File: config.mk
export PLATFORM = sky130hd
export DESIGN_NAME = wildcard_address_rewrite_table_flat
export DESIGN_NICKNAME = d
export VERILOG_FILES = /design/src/hdl/wart_pkg.sv /design/src/hdl/wart_if.sv /design/src/hdl/wart_rule_mem.sv /design/src/hdl/wart_scan.sv /design/src/hdl/wildcard_address_rewrite_table.sv /design/src/flat_wrapper.sv
export SDC_FILE = /design/constraint.sdc
export NUM_CORES = 2
export LEC_CHECK = 0
export BUFFER_PORTS_ARGS = -buffer_cell sky130_fd_sc_hd__buf_2
export CORE_ASPECT_RATIO = 2
export CORE_MARGIN = 2
export CORE_UTILIZATION = 42
export DETAILED_ROUTE_END_ITERATION = 7
export PLACE_DENSITY = 0.65
export SETUP_SLACK_MARGIN = 0.2
export SLEW_MARGIN = 15
export SYNTH_ARGS = -nofsm -noshare
export SYNTH_HDL_FRONTEND = slang
export SYNTH_SLANG_ARGS = --single-unit
File: constraint.sdc
create_clock -name clk -period 16.3 [get_ports clk]
set_input_delay 3.26 -clock clk [delete_from_list [all_inputs] [get_ports clk]]
set_output_delay 3.26 -clock clk [all_outputs]
set_load 0.01 [all_outputs]
File: src/hdl/wart_pkg.sv
`timescale 1ns / 1ps
// ----------------------------------------------------------------------------
// Wildcard address rewrite table - shared definitions
// Table geometry, register indexes and the address and rule types.
// ----------------------------------------------------------------------------
package wart_pkg;

	localparam int RULES = 16;
	localparam int RULE_W = (RULES > 1) ? $clog2(RULES) : 1;
	localparam int CNT_W = $clog2(RULES + 1);

	localparam int PART_W = 16;
	localparam int INUSE_W = 5;
	localparam int MRULE_W = 4;
	localparam int SLOT_W = 4;
	localparam int CFG_IDX_W = 1;
	localparam int CFG_DATA_W = 16;

	// configuration register indexes
	localparam logic [CFG_IDX_W-1:0] REG_RULES_IN_USE = 1'd0;
	localparam logic [CFG_IDX_W-1:0] REG_WILDCARD = 1'd1;

	// action codes
	localparam logic ACT_WRITE = 1'b0;
	localparam logic ACT_REWRITE = 1'b1;

	typedef struct packed {
		logic [PART_W-1:0] zone;
		logic [PART_W-1:0] net;
		logic [PART_W-1:0] node;
		logic [PART_W-1:0] point;
	} addr_t;

	typedef struct packed {
		addr_t pat;
		addr_t rep;
	} rule_t;

	typedef struct packed {
		logic              hit;
		logic [MRULE_W-1:0] matched_rule;
		addr_t             addr;
	} res_t;

	typedef struct packed {
		logic              we;
		logic [RULE_W-1:0] wr_addr;
		rule_t             wr_data;
		logic              re;
		logic [RULE_W-1:0] rd_addr;
	} mem_req_t;

	typedef enum logic [1:0] {
		ST_IDLE,
		ST_SCAN,
		ST_DONE
	} state_t;

endpackage

File: src/hdl/wart_if.sv
`timescale 1ns / 1ps
// ----------------------------------------------------------------------------
// Wildcard address rewrite table - channel interfaces
// Request channel (rule writes and rewrites) and result channel.
// ----------------------------------------------------------------------------
interface wart_in_if;
	logic                            valid;
	logic                            ready;
	logic                            action;
	logic [wart_pkg::SLOT_W-1:0]     rule_index;
	logic [wart_pkg::PART_W-1:0]     key_zone;
	logic [wart_pkg::PART_W-1:0]     key_net;
	logic [wart_pkg::PART_W-1:0]     key_node;
	logic [wart_pkg::PART_W-1:0]     key_point;
	logic [wart_pkg::PART_W-1:0]     new_zone;
	logic [wart_pkg::PART_W-1:0]     new_net;
	logic [wart_pkg::PART_W-1:0]     new_node;
	logic [wart_pkg::PART_W-1:0]     new_point;

	modport source (
		output valid, action, rule_index, key_zone, key_net, key_node, key_point,
			new_zone, new_net, new_node, new_point,
		input ready
	);
	modport sink (
		input valid, action, rule_index, key_zone, key_net, key_node, key_point,
			new_zone, new_net, new_node, new_point,
		output ready
	);
endinterface

interface wart_out_if;
	logic                         valid;
	logic                         ready;
	logic                         hit;
	logic [wart_pkg::MRULE_W-1:0] matched_rule;
	logic [wart_pkg::PART_W-1:0]  zone;
	logic [wart_pkg::PART_W-1:0]  net;
	logic [wart_pkg::PART_W-1:0]  node;
	logic [wart_pkg::PART_W-1:0]  point;

	modport source (
		output valid, hit, matched_rule, zone, net, node, point,
		input ready
	);
	modport sink (
		input valid, hit, matched_rule, zone, net, node, point,
		output ready
	);
endinterface

File: src/hdl/wart_rule_mem.sv
`timescale 1ns / 1ps
// ----------------------------------------------------------------------------
// Wildcard address rewrite table - rule store
// One write port, one read port with registered read data.
// ----------------------------------------------------------------------------
module wart_rule_mem (
	input  logic               clk,
	input  wart_pkg::mem_req_t mem_req,
	output wart_pkg::rule_t    rd_data_s1
);

	wart_pkg::rule_t rule_mem [wart_pkg::RULES];

	always_ff @(posedge clk) begin
		if (mem_req.we) begin
			rule_mem[mem_req.wr_addr] <= mem_req.wr_data;
		end
		if (mem_req.re) begin
			rd_data_s1 <= rule_mem[mem_req.rd_addr];
		end
	end

endmodule

File: src/hdl/wart_scan.sv
`timescale 1ns / 1ps
// ----------------------------------------------------------------------------
// Wildcard address rewrite table - scan controller
// Accepts items, stores rules, walks the table one rule a cycle and holds
// the result in an output register.
// ----------------------------------------------------------------------------
module wart_scan (
	input  logic                              clk,
	input  logic                              arst_n,
	input  logic [wart_pkg::INUSE_W-1:0]      rules_in_use,
	input  logic [wart_pkg::PART_W-1:0]       wildcard_value,
	wart_in_if.sink                           req,
	wart_out_if.source                        rsp,
	output wart_pkg::mem_req_t                mem_req,
	input  wart_pkg::rule_t                   rd_data_s1
);

	wart_pkg::state_t state_q, state_d;

	wart_pkg::addr_t                addr_q;
	logic [wart_pkg::CNT_W-1:0]     limit_q;
	logic [wart_pkg::CNT_W-1:0]     limit_in;
	logic [wart_pkg::CNT_W-1:0]     ptr_q;
	logic                           vld_s1;
	logic [wart_pkg::RULE_W-1:0]    idx_s1;
	wart_pkg::res_t                 res_q;
	wart_pkg::res_t                 out_q;
	logic                           out_vld_q;

	wart_pkg::addr_t                key;
	wart_pkg::addr_t                rew_addr;
	logic                           accept;
	logic                           is_write;
	logic                           slot_ok;
	logic                           match;
	logic                           last;
	logic                           finish;
	logic                           load_out;
	logic                           rd_en;

	assign key = '{zone: req.key_zone, net: req.key_net, node: req.key_node,
		point: req.key_point};
	assign is_write = (req.action == wart_pkg::ACT_WRITE);
	assign slot_ok = (32'(req.rule_index) < wart_pkg::RULES);
	assign limit_in = (32'(rules_in_use) > wart_pkg::RULES) ?
		wart_pkg::CNT_W'(wart_pkg::RULES) : wart_pkg::CNT_W'(rules_in_use);

	// pattern part matches on wildcard or equality; wildcard replacement keeps part
	always_comb begin
		match = (rd_data_s1.pat.zone == wildcard_value || rd_data_s1.pat.zone == addr_q.zone)
			&& (rd_data_s1.pat.net == wildcard_value || rd_data_s1.pat.net == addr_q.net)
			&& (rd_data_s1.pat.node == wildcard_value || rd_data_s1.pat.node == addr_q.node)
			&& (rd_data_s1.pat.point == wildcard_value
				|| rd_data_s1.pat.point == addr_q.point);
		rew_addr.zone = (rd_data_s1.rep.zone == wildcard_value) ? addr_q.zone
			: rd_data_s1.rep.zone;
		rew_addr.net = (rd_data_s1.rep.net == wildcard_value) ? addr_q.net
			: rd_data_s1.rep.net;
		rew_addr.node = (rd_data_s1.rep.node == wildcard_value) ? addr_q.node
			: rd_data_s1.rep.node;
		rew_addr.point = (rd_data_s1.rep.point == wildcard_value) ? addr_q.point
			: rd_data_s1.rep.point;
	end

	assign last = (wart_pkg::CNT_W'(idx_s1) == limit_q - wart_pkg::CNT_W'(1));

	// next state
	always_comb begin
		state_d = state_q;
		case (state_q)
			wart_pkg::ST_IDLE: begin
				if (req.valid) begin
					if (is_write || limit_in == '0) begin
						state_d = wart_pkg::ST_DONE;
					end else begin
						state_d = wart_pkg::ST_SCAN;
					end
				end
			end
			wart_pkg::ST_SCAN: begin
				if (vld_s1 && (match || last)) begin
					state_d = wart_pkg::ST_DONE;
				end
			end
			wart_pkg::ST_DONE: begin
				if (!out_vld_q || rsp.ready) begin
					state_d = wart_pkg::ST_IDLE;
				end
			end
			default: state_d = wart_pkg::ST_IDLE;
		endcase
	end

	// outputs
	always_comb begin
		req.ready = 1'b0;
		rd_en = 1'b0;
		finish = 1'b0;
		load_out = 1'b0;
		case (state_q)
			wart_pkg::ST_IDLE: begin
				req.ready = 1'b1;
			end
			wart_pkg::ST_SCAN: begin
				rd_en = (ptr_q < limit_q);
				finish = vld_s1 && (match || last);
			end
			wart_pkg::ST_DONE: begin
				load_out = !out_vld_q || rsp.ready;
			end
			default: begin
				req.ready = 1'b0;
			end
		endcase
	end

	assign accept = req.valid && req.ready;

	always_comb begin
		mem_req.we = accept && is_write && slot_ok;
		mem_req.wr_addr = wart_pkg::RULE_W'(req.rule_index);
		mem_req.wr_data.pat = key;
		mem_req.wr_data.rep = '{zone: req.new_zone, net: req.new_net,
			node: req.new_node, point: req.new_point};
		mem_req.re = rd_en;
		mem_req.rd_addr = ptr_q[wart_pkg::RULE_W-1:0];
	end

	always_ff @(posedge clk or negedge arst_n) begin
		if (!arst_n) begin
			state_q <= wart_pkg::ST_IDLE;
			vld_s1 <= 1'b0;
			out_vld_q <= 1'b0;
		end else begin
			state_q <= state_d;
			vld_s1 <= rd_en && !finish;
			if (load_out) begin
				out_vld_q <= 1'b1;
			end else if (rsp.ready) begin
				out_vld_q <= 1'b0;
			end
		end
	end

	always_ff @(posedge clk) begin
		if (accept) begin
			addr_q <= key;
			limit_q <= limit_in;
			ptr_q <= '0;
			res_q.hit <= 1'b0;
			res_q.matched_rule <= '0;
			res_q.addr <= is_write ? '0 : key;
		end else if (rd_en) begin
			ptr_q <= ptr_q + wart_pkg::CNT_W'(1);
		end
		idx_s1 <= ptr_q[wart_pkg::RULE_W-1:0];
		if (finish) begin
			res_q.hit <= match;
			res_q.matched_rule <= match ? wart_pkg::MRULE_W'(idx_s1) : '0;
			res_q.addr <= match ? rew_addr : addr_q;
		end
		if (load_out) begin
			out_q <= res_q;
		end
	end

	assign rsp.valid = out_vld_q;
	assign rsp.hit = out_q.hit;
	assign rsp.matched_rule = out_q.matched_rule;
	assign rsp.zone = out_q.addr.zone;
	assign rsp.net = out_q.addr.net;
	assign rsp.node = out_q.addr.node;
	assign rsp.point = out_q.addr.point;

`ifndef NO_ASSERTIONS
	// a compare stage only follows a read issued while scanning
	a_s1_from_scan: assert property (@(posedge clk) disable iff (!arst_n)
		vld_s1 |-> $past(state_q == wart_pkg::ST_SCAN))
		else $error("compare stage valid outside a scan");

	// a hit never names a rule beyond the scan limit
	a_hit_in_range: assert property (@(posedge clk) disable iff (!arst_n)
		(finish && match) |-> (wart_pkg::CNT_W'(idx_s1) < limit_q))
		else $error("hit on rule beyond scan limit");

	// a rule write completes without a scan
	a_write_no_scan: assert property (@(posedge clk) disable iff (!arst_n)
		(accept && is_write) |=> (state_q == wart_pkg::ST_DONE))
		else $error("rule write entered a scan");

	// no table read outside a scan
	a_read_in_scan: assert property (@(posedge clk) disable iff (!arst_n)
		mem_req.re |-> (state_q == wart_pkg::ST_SCAN && !accept))
		else $error("table read outside a scan");
`endif

endmodule

File: src/hdl/wildcard_address_rewrite_table.sv
`timescale 1ns / 1ps
// Results: a write or an empty scan is passed straight to the done state; a rewrite
// stops at the first matching rule k (a miss stops at the last rule). The result is
// then loaded into the output register once it is free. One item at a time; a rewrite
// reads up to min(rules_in_use, RULES) rules, the single table read port giving one rule a cycle.
// Reset clears control state and registers (rules_in_use 0, wildcard 0xFFFF);
// the rule table is not cleared and holds nothing defined until written.
// ----------------------------------------------------------------------------
// Wildcard address rewrite table - top level
// Configuration registers, rule store and scan controller.
// ----------------------------------------------------------------------------
module wildcard_address_rewrite_table (
	input  logic                              clk,
	input  logic                              arst_n,
	input  logic                              cfg_wr_en,
	input  logic [wart_pkg::CFG_IDX_W-1:0]    cfg_index,
	input  logic [wart_pkg::CFG_DATA_W-1:0]   cfg_data,
	wart_in_if.sink                           req,
	wart_out_if.source                        rsp
);

	logic [wart_pkg::INUSE_W-1:0] rules_in_use_q;
	logic [wart_pkg::PART_W-1:0]  wildcard_q;
	wart_pkg::mem_req_t           mem_req;
	wart_pkg::rule_t              rd_data_s1;

	always_ff @(posedge clk or negedge arst_n) begin
		if (!arst_n) begin
			rules_in_use_q <= '0;
			wildcard_q <= '1;
		end else if (cfg_wr_en) begin
			case (cfg_index)
				wart_pkg::REG_RULES_IN_USE: rules_in_use_q <= cfg_data[wart_pkg::INUSE_W-1:0];
				wart_pkg::REG_WILDCARD: wildcard_q <= cfg_data[wart_pkg::PART_W-1:0];
				default: ;
			endcase
		end
	end

	wart_rule_mem u_rule_mem (
		.clk        (clk),
		.mem_req    (mem_req),
		.rd_data_s1 (rd_data_s1)
	);

	wart_scan u_scan (
		.clk            (clk),
		.arst_n         (arst_n),
		.rules_in_use   (rules_in_use_q),
		.wildcard_value (wildcard_q),
		.req            (req),
		.rsp            (rsp),
		.mem_req        (mem_req),
		.rd_data_s1     (rd_data_s1)
	);

endmodule
File: src/flat_wrapper.sv
// flat-port wrapper written by rule: the top's interface ports become plain ports
module wildcard_address_rewrite_table_flat 
  (clk, arst_n, cfg_wr_en, cfg_index, cfg_data, req_valid, req_action, req_rule_index, req_key_zone, req_key_net, req_key_node, req_key_point, req_new_zone, req_new_net, req_new_node, req_new_point, req_ready, rsp_valid, rsp_hit, rsp_matched_rule, rsp_zone, rsp_net, rsp_node, rsp_point, rsp_ready);
  wart_in_if req_i ();
  wart_out_if rsp_i ();
  input  logic clk;
  input  logic arst_n;
  input  logic cfg_wr_en;
  input  logic [wart_pkg::CFG_IDX_W-1:0] cfg_index;
  input  logic [wart_pkg::CFG_DATA_W-1:0] cfg_data;
  input wire logic [$bits(req_i.valid)-1:0] req_valid;
  input wire logic [$bits(req_i.action)-1:0] req_action;
  input wire logic [$bits(req_i.rule_index)-1:0] req_rule_index;
  input wire logic [$bits(req_i.key_zone)-1:0] req_key_zone;
  input wire logic [$bits(req_i.key_net)-1:0] req_key_net;
  input wire logic [$bits(req_i.key_node)-1:0] req_key_node;
  input wire logic [$bits(req_i.key_point)-1:0] req_key_point;
  input wire logic [$bits(req_i.new_zone)-1:0] req_new_zone;
  input wire logic [$bits(req_i.new_net)-1:0] req_new_net;
  input wire logic [$bits(req_i.new_node)-1:0] req_new_node;
  input wire logic [$bits(req_i.new_point)-1:0] req_new_point;
  output wire logic [$bits(req_i.ready)-1:0] req_ready;
  output wire logic [$bits(rsp_i.valid)-1:0] rsp_valid;
  output wire logic [$bits(rsp_i.hit)-1:0] rsp_hit;
  output wire logic [$bits(rsp_i.matched_rule)-1:0] rsp_matched_rule;
  output wire logic [$bits(rsp_i.zone)-1:0] rsp_zone;
  output wire logic [$bits(rsp_i.net)-1:0] rsp_net;
  output wire logic [$bits(rsp_i.node)-1:0] rsp_node;
  output wire logic [$bits(rsp_i.point)-1:0] rsp_point;
  input wire logic [$bits(rsp_i.ready)-1:0] rsp_ready;
  assign req_i.valid = req_valid;
  assign req_i.action = req_action;
  assign req_i.rule_index = req_rule_index;
  assign req_i.key_zone = req_key_zone;
  assign req_i.key_net = req_key_net;
  assign req_i.key_node = req_key_node;
  assign req_i.key_point = req_key_point;
  assign req_i.new_zone = req_new_zone;
  assign req_i.new_net = req_new_net;
  assign req_i.new_node = req_new_node;
  assign req_i.new_point = req_new_point;
  assign req_ready = req_i.ready;
  assign rsp_valid = rsp_i.valid;
  assign rsp_hit = rsp_i.hit;
  assign rsp_matched_rule = rsp_i.matched_rule;
  assign rsp_zone = rsp_i.zone;
  assign rsp_net = rsp_i.net;
  assign rsp_node = rsp_i.node;
  assign rsp_point = rsp_i.point;
  assign rsp_i.ready = rsp_ready;
  wildcard_address_rewrite_table u_core (.clk(clk), .arst_n(arst_n), .cfg_wr_en(cfg_wr_en), .cfg_index(cfg_index), .cfg_data(cfg_data), .req(req_i), .rsp(rsp_i));
endmodule
==> results.py <==
metrics = {
    "outcome": {
        "status": "completed",
    },
    "yosys": {
        "netlist.area_leader.share_pct": 77.6,
        "synth_area_per_cell_sq_um": 24.1,
        "synth_area_leaders": "edfxtp_1, mux4_2, xor2_1, a221o_1, xnor2_1",
        "yosysWarnings": 0,
        "syn_area_sq_mm": 0.0922,
        "syn-num-nets": 3992,
        "synth_cell_types": 56,
        "syn-instance-count": 3831,
        "seq_area_frac_synth_pct": 78.5,
        "yosys.area.top_type": "edfxtp_1",
        "postSynthRegisterBits": 2417,
    },
    "global_route": {
        "grt_antenna_before_repair": 71,
        "grt_pass1_vias": 43487,
        "track_usage_pct": 19.8,
        "grt_max_degree": 100,
        "grt.overflow.total": 0,
        "grt_pass1_wl_mm": 318,
    },
    "worst_setup_path": {
        "crit_family": "buffers and inverters",
        "r2r_start": "u_core.u_scan.ptr_q[0]",
        "reg2reg_depth": 6,
        "rr_endpoint": "u_core.u_rule_mem.rd_data_s1[113]",
        "path_class": "in -> reg",
        "critPathMostFrequentCell": "buf_4",
        "rrSetupSlack_ps": 10860,
        "cp_slowest_cell": "buf_4",
        "worstPathArrival_ps": 7080,
        "crit_cells": 8,
        "max_stage_delay_ps": 890,
        "crit_buf_inv": 5,
        "cp_cell_sequence": "buf_2 -> buf_4 -> nor2_1 -> nand3_1 -> nor2_4 -> buf_4 -> buf_4 -> buf_4",
        "worstPathRequired_ps": 16740,
        "critPathMaxFanout": 67,
        "worstSetupEndpointType": "register",
        "critPathLaunchType": "input pin",
    },
    "clock_tree": {
        "htreeDepth": 4,
        "root_buffer": "clkbuf_16",
        "cts_buffers": 201,
        "ctsResizeCount": 0,
        "clk_latency_ps": 850,
        "cts_tree": "yes",
        "clk_pin_slew_ps": 70,
        "clk_path_buf_depth": 4,
        "clkSinkCount": 2417,
        "holdBufCountCts": 0,
        "cts_setup_buffers": 0,
    },
    "timing": {
        "hold_viol_final": 0,
        "relSlewSlack_pct": 18.7,
        "period_share_pct": 40.8,
        "tns_ps": 0,
        "grt_setup_unrepaired": "false",
        "drv_slew": 0,
        "min_period_ps": 6650,
        "setup_viol": 0,
        "fmax_mhz": 150,
        "clock-skew-final_ps": 44.1,
        "tightestPinTransition_ps": 1220,
    },
    "route": {
        "vias_per_cell": 5.85,
        "drtAntennaViolNets": 0,
        "wire_per_inst_microns": 31.2,
        "drc": 0,
        "first_pass_iters": 5,
        "finalWirelength_mm": 222,
        "drt_first_iter_violations": 4078,
        "via_count": 41700,
    },
    "final_layout": {
        "final_cells": 7126,
        "final_nets": 4301,
        "area_growth_pct": 11.8,
        "final_layout_size_suffix_gt1_share_pct": 30.4,
    },
    "place": {
        "numPortBuffers": 225,
        "gp_congestion": 0.833,
        "place_inst": 6754,
        "dp_hpwl_mm": 127,
    },
    "power": {
        "p_leak_nw": 31.8,
        "power.density_mw_per_mm2": 157,
        "ir_drop_uv": 162,
    },
    "worst_hold_path": {
        "whs_path_depth": 0,
        "worst_hold_path.endpoint": "u_core.u_scan.rsp.node[12]",
        "hp-class": "reg -> reg",
        "hold_start": "u_core.u_scan.res_q[28]",
    },
    "floorplanning": {
        "dieArea_sq_mm": 0.224,
        "row_count": 243,
        "core-area_sq_mm": 0.219,
        "start_util_pct": 42.2,
        "die_h_microns": 667,
        "die_x_microns": 335,
        "ioPinCount": 226,
    },
    "run": {
        "cap_violations": 0,
    },
}
==> stage by stage <==
stage	total power (W)	utilization (%)	setup slack [ps]	instance area, sq um	hold slack [ps]
floorplan	0.0104	-	3020	92200	353
global placement	0.0116	44.2	8820	96700	402
detailed placement	0.0116	44.2	8790	96700	405
CTS	0.0164	47.2	9690	103000	421
global route	0.0168	47.2	9540	103000	425
finish	0.0162	47.2	9650	103000	418
==> final cells by class <==
class                      instances  area (sq um)
fill                           17400        115000
antenna                           19          47.5
sequential                      2417         72400
inverter                          11          60.1
timing repair buffer             298          1810
multi-input combinational       1211         18900
clock buffer                     248          5310
clock inverter                   105          1100
tap                             2817          3520
==> metal layers <==
metal	share of wire [%]	global-route usage [%]
met4	3.9	7.16
met2	52	34.2
met3	7.1	3.97
met5	0.15	0
met1	37	24.7
==> worst max-delay path by stage <==
| stage | startpoint | endpoint | slack (ps) |
|---|---|---|---|
| global placement | req_action | u_core.u_rule_mem.rule_mem[15][120] | 8820 |
| global route | req_action | u_core.u_rule_mem.rule_mem[15][50] | 9540 |
| detailed placement | req_action | u_core.u_rule_mem.rule_mem[15][49] | 8790 |
| floorplan | req_action | u_core.u_rule_mem.rule_mem[0][0] | 3020 |
| finish | req_action | u_core.u_rule_mem.rule_mem[15][50] | 9650 |
| CTS | req_action | u_core.u_rule_mem.rule_mem[15][50] | 9690 |
==> where the power goes <==
group	internal, W	leakage (nW)	switching (W)	total, W
Sequential	0.00737	21.9	0.000559	0.00792
Combinational	0.00172	6.71	0.00176	0.00348
Clock	0.00266	3.13	0.00216	0.00482
Total	0.0117	31.8	0.00447	0.0162
==> worst reg2reg max path: cells and delay by family (launching register included) <==
| family | cells | cell delay, ps |
|---|---|---|
| flip-flops | 1 | 770 |
| multiplexers | 2 | 1220 |
| buffers and inverters | 4 | 3160 |
==> flip-flops by register name, indices dropped and copies added, names as in the netlist, 5 cells and up <==
signal	count
u_core.u_scan.rsp.point	16
u_core.wildcard_q	16
u_core.u_rule_mem.rule_mem	2048
u_core.u_scan.ptr_q	5
u_core.u_scan.limit_q	5
u_core.u_scan.rsp.node	16
u_core.rules_in_use_q	5
u_core.u_scan.rsp.net	16
u_core.u_scan.rsp.zone	16
u_core.u_scan.res_q	69
u_core.u_rule_mem.rd_data_s1	128
u_core.u_scan.addr_q	64
==> layout by cell type (no fill, tap or decap), types with 4 or more instances in the layout <==
cell / n
edfxtp_1: 2383
mux4_2: 640
buf_2: 225
clkbuf_16: 203
xor2_1: 130
nand2_1: 74
a21oi_1: 71
xnor2_1: 66
a221o_1: 64
buf_4: 62
clkbuf_1: 39
clkinv_2: 35
nor4_1: 34
clkinv_1: 33
nand4_1: 23
bufinv_16: 22
mux2_2: 21
diode_2: 19
nor2_4: 17
dfstp_2: 16
buf_12: 11
clkinvlp_4: 9
dfrtp_1: 9
inv_1: 8
nor2b_1: 6
ha_1: 6
clkbuf_8: 6
nand2b_1: 5
dfxtp_1: 5
nor2_1: 4
nor4_2: 4
o2bb2ai_4: 4
nor3_2: 4
dfxtp_4: 4
==> cell families (layout without fill, tap and decap cells) <==
kind of cell,count (synthesis),count (layout),share of synthesized area (%)
buffers and inverters,203,662,1.18
adders and majority gates,6,6,0.0814
AOI/OAI and AO/OA,154,154,1.35
xor gates and xnor gates,196,196,1.86
and+or+nand+nor,192,192,1.14
DFF,2417,2417,78.5
muxes,663,663,15.9
other,0,19,0
==> cell usage after synthesis (all sizes together) <==
cell type	n
a22oi	2
ha	6
dfxtp	9
mux4	640
and3b	1
nand3b	2
a221o	64
xnor2	66
nand2	76
nor3b	2
nand4	26
mux2i	2
nor4	38
inv	10
a221oi	1
nor3	6
o21a	1
a21oi	71
and2	4
or3	1
nor2b	6
o22ai	1
buf	98
a21boi	1
a21o	3
a311oi	1
dlygate4sd3	1
edfxtp	2383
clkbuf	93
nor2	21
nand3	2
dfrtp	9
clkinv	1
o21ai	5
mux2	21
or4	2
o2bb2ai	4
dfstp	16
nand2b	5
xor2	130
No activity file was read; power rests on OpenSTA's default activity.
